<file path="src/hermite_fractional_delay_line_core_assert.svh">
// ----------------------------------------------------------------------------
// Assertion macros for the Hermite fractional delay line
// Concurrent checks that compile away when SYNTHESIS is defined.
// ----------------------------------------------------------------------------
`ifndef HERMITE_FRACTIONAL_DELAY_LINE_CORE_ASSERT_SVH
`define HERMITE_FRACTIONAL_DELAY_LINE_CORE_ASSERT_SVH

`ifndef SYNTHESIS
`define HFDL_ASSERT(lbl, clk, rst_n, prop) \
  lbl: assert property (@(posedge clk) disable iff (!rst_n) (prop)) \
    else $error("hfdl: check failed");
`define HFDL_ASSERT_NEVER(lbl, clk, rst_n, prop) \
  lbl: assert property (@(posedge clk) disable iff (!rst_n) !(prop)) \
    else $error("hfdl: forbidden condition seen");
`else
`define HFDL_ASSERT(lbl, clk, rst_n, prop)
`define HFDL_ASSERT_NEVER(lbl, clk, rst_n, prop)
`endif

`endif

</file>
<file path="src/hfdl_pkg.sv">
// ----------------------------------------------------------------------------
// Hermite fractional delay line package
// Shared port widths, mode codes, sequencer states and control structs.
// ----------------------------------------------------------------------------
package hfdl_pkg;

  localparam int unsigned POS_BITS       = 16;
  localparam int unsigned FRAC_IO_BITS   = 16;
  localparam int unsigned SAMPLE_IO_BITS = 24;

  localparam logic MODE_WRITE = 1'b0;
  localparam logic MODE_READ  = 1'b1;

  localparam logic [1:0] LAST_TAP  = 2'd3;
  localparam logic [1:0] LAST_STEP = 2'd2;

  typedef enum logic [2:0] {
    ST_IDLE,
    ST_FETCH,
    ST_DRAIN,
    ST_COEF,
    ST_STEP,
    ST_ROUND
  } state_e;

  typedef struct packed {
    logic en;
    logic we;
  } ring_cmd_t;

  typedef struct packed {
    logic shift;
    logic load;
    logic step;
  } hrn_ctrl_t;

endpackage

</file>
<file path="src/hfdl_horner.sv">
// ----------------------------------------------------------------------------
// Hermite interpolation datapath
// Collects four neighbor samples, forms the twice-scaled cubic coefficients
// and runs one Horner multiply-round-add per step, then rounds and saturates.
// ----------------------------------------------------------------------------
module hfdl_horner #(
  parameter int unsigned SAMPLE_BITS   = 24,
  parameter int unsigned FRACTION_BITS = 16
) (
  input  logic                                clk_i,
  input  hfdl_pkg::hrn_ctrl_t                 ctrl_i,
  input  logic [SAMPLE_BITS-1:0]              sample_i,
  input  logic [hfdl_pkg::FRAC_IO_BITS-1:0]   fraction_i,
  output logic [SAMPLE_BITS-1:0]              result_o
);

  import hfdl_pkg::*;

  localparam int unsigned FW  = (FRACTION_BITS < FRAC_IO_BITS) ? FRACTION_BITS
                                                                : FRAC_IO_BITS;
  localparam int unsigned KW  = SAMPLE_BITS + 4;
  localparam int unsigned ACW = SAMPLE_BITS + 5;
  localparam int unsigned PW  = ACW + FW + 1;
  localparam int unsigned UW  = ACW - SAMPLE_BITS + 1;
  localparam logic signed [PW-1:0] HALF = PW'(1) << (FRACTION_BITS - 1);

  logic signed [SAMPLE_BITS-1:0] tap_q [4];
  logic signed [KW-1:0]          kadd_q [3];
  logic signed [ACW-1:0]         acc_q;
  logic signed [KW-1:0]          e0, e1, e2, e3, d12;
  logic signed [KW-1:0]          k0, k1, k2, k3;
  logic signed [FW:0]            frac_s;
  logic signed [PW-1:0]          prod;
  logic signed [PW-1:0]          prod_rnd;
  logic signed [ACW-1:0]         acc_d;
  logic signed [ACW-1:0]         inc_w;
  logic signed [ACW-1:0]         half_w;
  logic [UW-1:0]                 upper;

  always_comb begin
    e0  = {{(KW - SAMPLE_BITS){tap_q[0][SAMPLE_BITS-1]}}, tap_q[0]};
    e1  = {{(KW - SAMPLE_BITS){tap_q[1][SAMPLE_BITS-1]}}, tap_q[1]};
    e2  = {{(KW - SAMPLE_BITS){tap_q[2][SAMPLE_BITS-1]}}, tap_q[2]};
    e3  = {{(KW - SAMPLE_BITS){tap_q[3][SAMPLE_BITS-1]}}, tap_q[3]};
    d12 = e1 - e2;
    k0  = e1 <<< 1;
    k1  = e2 - e0;
    k2  = (e0 <<< 1) - (e1 <<< 2) - e1 + (e2 <<< 2) - e3;
    k3  = (e3 - e0) + d12 + (d12 <<< 1);
  end

  // one multiply per step, round half up, then add the next coefficient
  assign frac_s   = {1'b0, fraction_i[FW-1:0]};
  assign prod     = PW'(acc_q) * PW'(frac_s);
  assign prod_rnd = (prod + HALF) >>> FRACTION_BITS;
  assign acc_d    = prod_rnd[ACW-1:0] + {kadd_q[2][KW-1], kadd_q[2]};

  always_ff @(posedge clk_i) begin
    if (ctrl_i.shift) begin
      tap_q[0] <= tap_q[1];
      tap_q[1] <= tap_q[2];
      tap_q[2] <= tap_q[3];
      tap_q[3] <= sample_i;
    end
    if (ctrl_i.load) begin
      acc_q     <= {k3[KW-1], k3};
      kadd_q[2] <= k2;
      kadd_q[1] <= k1;
      kadd_q[0] <= k0;
    end else if (ctrl_i.step) begin
      acc_q     <= acc_d;
      kadd_q[2] <= kadd_q[1];
      kadd_q[1] <= kadd_q[0];
    end
  end

  // undo the factor of two, round half up, clamp to full scale
  assign inc_w  = acc_q + ACW'(1);
  assign half_w = inc_w >>> 1;
  assign upper  = half_w[ACW-1:SAMPLE_BITS-1];

  always_comb begin
    if (upper == '0 || upper == '1) begin
      result_o = half_w[SAMPLE_BITS-1:0];
    end else if (half_w[ACW-1]) begin
      result_o = {1'b1, {(SAMPLE_BITS - 1){1'b0}}};
    end else begin
      result_o = {1'b0, {(SAMPLE_BITS - 1){1'b1}}};
    end
  end

endmodule

</file>
<file path="config.mk">
export PLATFORM = sky130hd
export DESIGN_NAME = hfdl_horner
export DESIGN_NICKNAME = d
export VERILOG_FILES = /design/src/hermite_fractional_delay_line_core_assert.svh /design/src/hfdl_pkg.sv /design/src/hfdl_horner.sv
export SDC_FILE = /design/constraint.sdc
export NUM_CORES = 2
export LEC_CHECK = 0
export BUFFER_PORTS_ARGS = -buffer_cell sky130_fd_sc_hd__buf_2
export CORE_MARGIN = 2
export CORE_UTILIZATION = 42
export CTS_CLUSTER_DIAMETER = 40
export DETAILED_ROUTE_END_ITERATION = 7
export PLACE_DENSITY = 0.63
export SYNTH_ARGS = -nofsm -noshare
export SYNTH_HDL_FRONTEND = slang
export SYNTH_SLANG_ARGS = --single-unit
</file>
<file path="constraint.sdc">
create_clock -name clk_i -period 12.39 [get_ports clk_i]
set_input_delay 1.239 -clock clk_i [delete_from_list [all_inputs] [get_ports clk_i]]
set_output_delay 1.239 -clock clk_i [all_outputs]
set_load 0.02 [all_outputs]
</file>
==> results.md <==
* Final min period at 10.08 ns
* Proportion of layout cells with a drive suffix above 1 at 5.20%
* Worst r2r path cells at 32
* Core Rows at 102
* Hold Fails Final Rpt at 0
* CTS Sinks at 202
* CTS H-Tree Depth at 2
* First-pass GRT wire length at 126 mm
* Largest net degree at the start of global routing at 64
* Avg WL per Cell at 17.2 um
* ANT cells at 0
* Gate count after technology mapping at 3,356
* Post-synth EDFFs at 202
* Synth cell count leaders: inv_1 (713), fa_1 (567), nand2_1 (316)
* Synth Area in Adders at 45.0%
* Yosys top cell by area: fa_1
* Post-synthesis mux area share at 0.226%
* Syn Area/Cell at 9.72 um2
* Hold Crit Endpoint: tap_q[0][0]$_DFFE_PP_
* FF-to-FF End: acc_q[28]$_DFFE_PP_
* Skew final at 0.0172 ns
* Max Fclk at 0.0992 GHz
* Slew HR at 28.6%
* CP Max Fanout at 29
* Ys flop type: edfxtp_1
* Core area at 77,200 um2
* Syn Std Cell Area at 32,600 um2
* RSZ-0062 raised after global routing: no
* Initial core utilization at 42.3%
* Setup Viol. Count Final at 0
* Antenna Nets Post-Route at 0
* Die height at 283 um
* Hold Path Class: flop to flop
* IO Count at 68
* CTS resizes at 0
* Number of setup buffers added after CTS at 0
* Die area at 79,900 um2
* Hold buffers post-CTS at 0
* Pre-antenna DRT Iters at 5
* Period utilization at 81.3%
* Simple-Gate Fraction of Synth Area at 13.0%
* CTS tree: done
* R2R Path Start: acc_q[11]$_DFFE_PP_
* Vias/cell at 5.00
* Reg clk slew, reported paths at 0.05 ns
* Hpwl dp at 59.9 mm
* Hold-critical path depth at 0
* Crit path DAT at 10.33 ns
* Compound-Gate Fraction of Synth Area at 8.91%
* Max-cap viol count at 0
* Drt initial violations at 1,431
* Layout net count at 4,235
* Routed wire length at 75.9 mm
* Post-synth ARST share at 0%
* Synth area leaders: fa_1 (35%), edfxtp_1 (19%), ha_1 (10%)
* Root buf cell: clkbuf_16
* Count leader, synth: inv_1
* Fillers at 7,354
* Inserted Clock Buffers at 36
* Most common cell on crit path: fa_1
* Grt ovf at 0
* Critical Path RT at 12.64 ns
* GPL Wtd Cong at 0.860
* Seq/Total Area, Yosys at 18.6%
* Seq cells post-synth at 202
* Yosys top cell area share at 34.8%
* Area Growth Syn to Fin at 7.95%
* CP Capture Type: flop
* Yosys warns at 0
* Via count at 22,127
* Status: complete, no violations
* Critical path's largest stage delay at 0.78 ns
* Multi-input logic area at 23,400 um2
* Initial antenna violation count at 0
* Clock tree buffer depth at 3
* Critical path type: input pin to flop
* Worst-margin pin slew at 1.07 ns
* IO Port Bufs at 67
* Vias in the first global route at 23,697
* Worst-Skew Late Latency at 0.52 ns
* Reg2reg setup slack at 2.46 ns
* Sequential cell area at 6070 um2
* Hold path startpoint: tap_q[1][0]$_DFFE_PP_
* Final Slew Violations at 0
* Synth cell types at 74
* Largest family of logic cells by synthesized area: adder cells
* Setup TNS at 0 ns
* Residual DRC at 0
* Net Count, Synth at 4,233
* Gr usage total at 20.0%
* Slowest-stage cell, CP: a2bb2oi_1
* CP Launch Type: input pin
* Die width at 283 um
* Synth Area in XOR/XNOR at 4.58%
-- worst max-delay path: cells and delay by family --
family	cells	cell delay, ns
AO/OA/AOI/OAI	13	3.64
buffers and inverters	4	0.64
adder cells (fa/ha/maj)	8	3.65
multiplexers	1	0.06
AND/OR/NAND/NOR	5	0.57
XOR/XNOR	2	0.54
-- routing by layer --
layer / wire length, um / GRT usage, %
met1: 36800 / 29.7
met2: 33800 / 31.8
met3: 3970 / 1.98
met4: 1330 / 4.15
met5: 0 / 0
-- layout make-up --
cell class / count / share of cell area [%]
repair buffers: 91 / 1.47
clock inverters: 23 / 0.849
clock buffers: 40 / 2.66
multi-input cells: 2314 / 66.5
flip-flops and latches: 202 / 17.2
well taps: 1040 / 3.69
inverters: 713 / 7.60
-- placed cells by master, fill, tap and decap left out, types with 11 or more instances in the layout --
cell / netlist / layout
o21ai_0: 66 / 66
xnor2_1: 85 / 85
inv_1: 713 / 713
and3_1: 12 / 12
nand4_1: 13 / 13
or3_1: 11 / 11
o21bai_1: 21 / 21
and2_1: 259 / 259
ha_1: 266 / 266
nand3_1: 31 / 31
clkbuf_16: 0 / 37
nand2b_1: 23 / 23
nor2b_1: 15 / 14
o31ai_1: 13 / 13
buf_2: 2 / 66
a21oi_1: 132 / 132
nand2_1: 316 / 315
a31oi_1: 15 / 14
xor2_1: 83 / 83
a21o_1: 61 / 61
a211oi_1: 17 / 17
nor3_1: 25 / 25
edfxtp_1: 202 / 202
fa_1: 567 / 567
o21ai_1: 46 / 46
nor2_1: 103 / 103
o21a_1: 21 / 21
buf_4: 0 / 25
-- state kept, by name, indices dropped and copies added (netlist names) --
register / flops
acc_q: 29
kadd_q: 77
tap_q: 96
-- per-stage QoR --
step / util [%] / instances / setup WS, ns / area, um2 / hold WS (ns)
detailed placement: 44.0 / 4360 / 1.83 / 34000 / 0.476
global placement: 44.0 / 4360 / 1.87 / 34000 / 0.469
finish: 45.6 / 4423 / 2.31 / 35200 / 0.482
CTS: 45.6 / 4423 / 2.31 / 35200 / 0.488
global route: 45.6 / 4423 / 1.65 / 35200 / 0.512
floorplan: - / 3356 / 3.24 / 32600 / 0.445
-- how the worst max path moves through the flow --
stage	startpoint	end	slack, ns
floorplan	fraction_i[2]	acc_q[28]$_DFFE_PP_	3.24
global placement	fraction_i[2]	acc_q[28]$_DFFE_PP_	1.87
detailed placement	fraction_i[2]	acc_q[28]$_DFFE_PP_	1.83
CTS	fraction_i[2]	acc_q[28]$_DFFE_PP_	2.31
global route	fraction_i[2]	acc_q[28]$_DFFE_PP_	1.65
finish	fraction_i[2]	acc_q[28]$_DFFE_PP_	2.31
-- logic make-up (layout without fill, tap and decap cells) --
family	Yosys count	after routing
muxes	7	7
AOI/OAI and AO/OA	456	456
xor gates and xnor gates	169	169
and+or+nand+nor	849	849
DFF	202	202
adders and majority gates	833	833
buffers and inverters	840	867
Power is not shown: default switching activity piles up to over one toggle a cycle in this logic, so the estimate is an artifact.
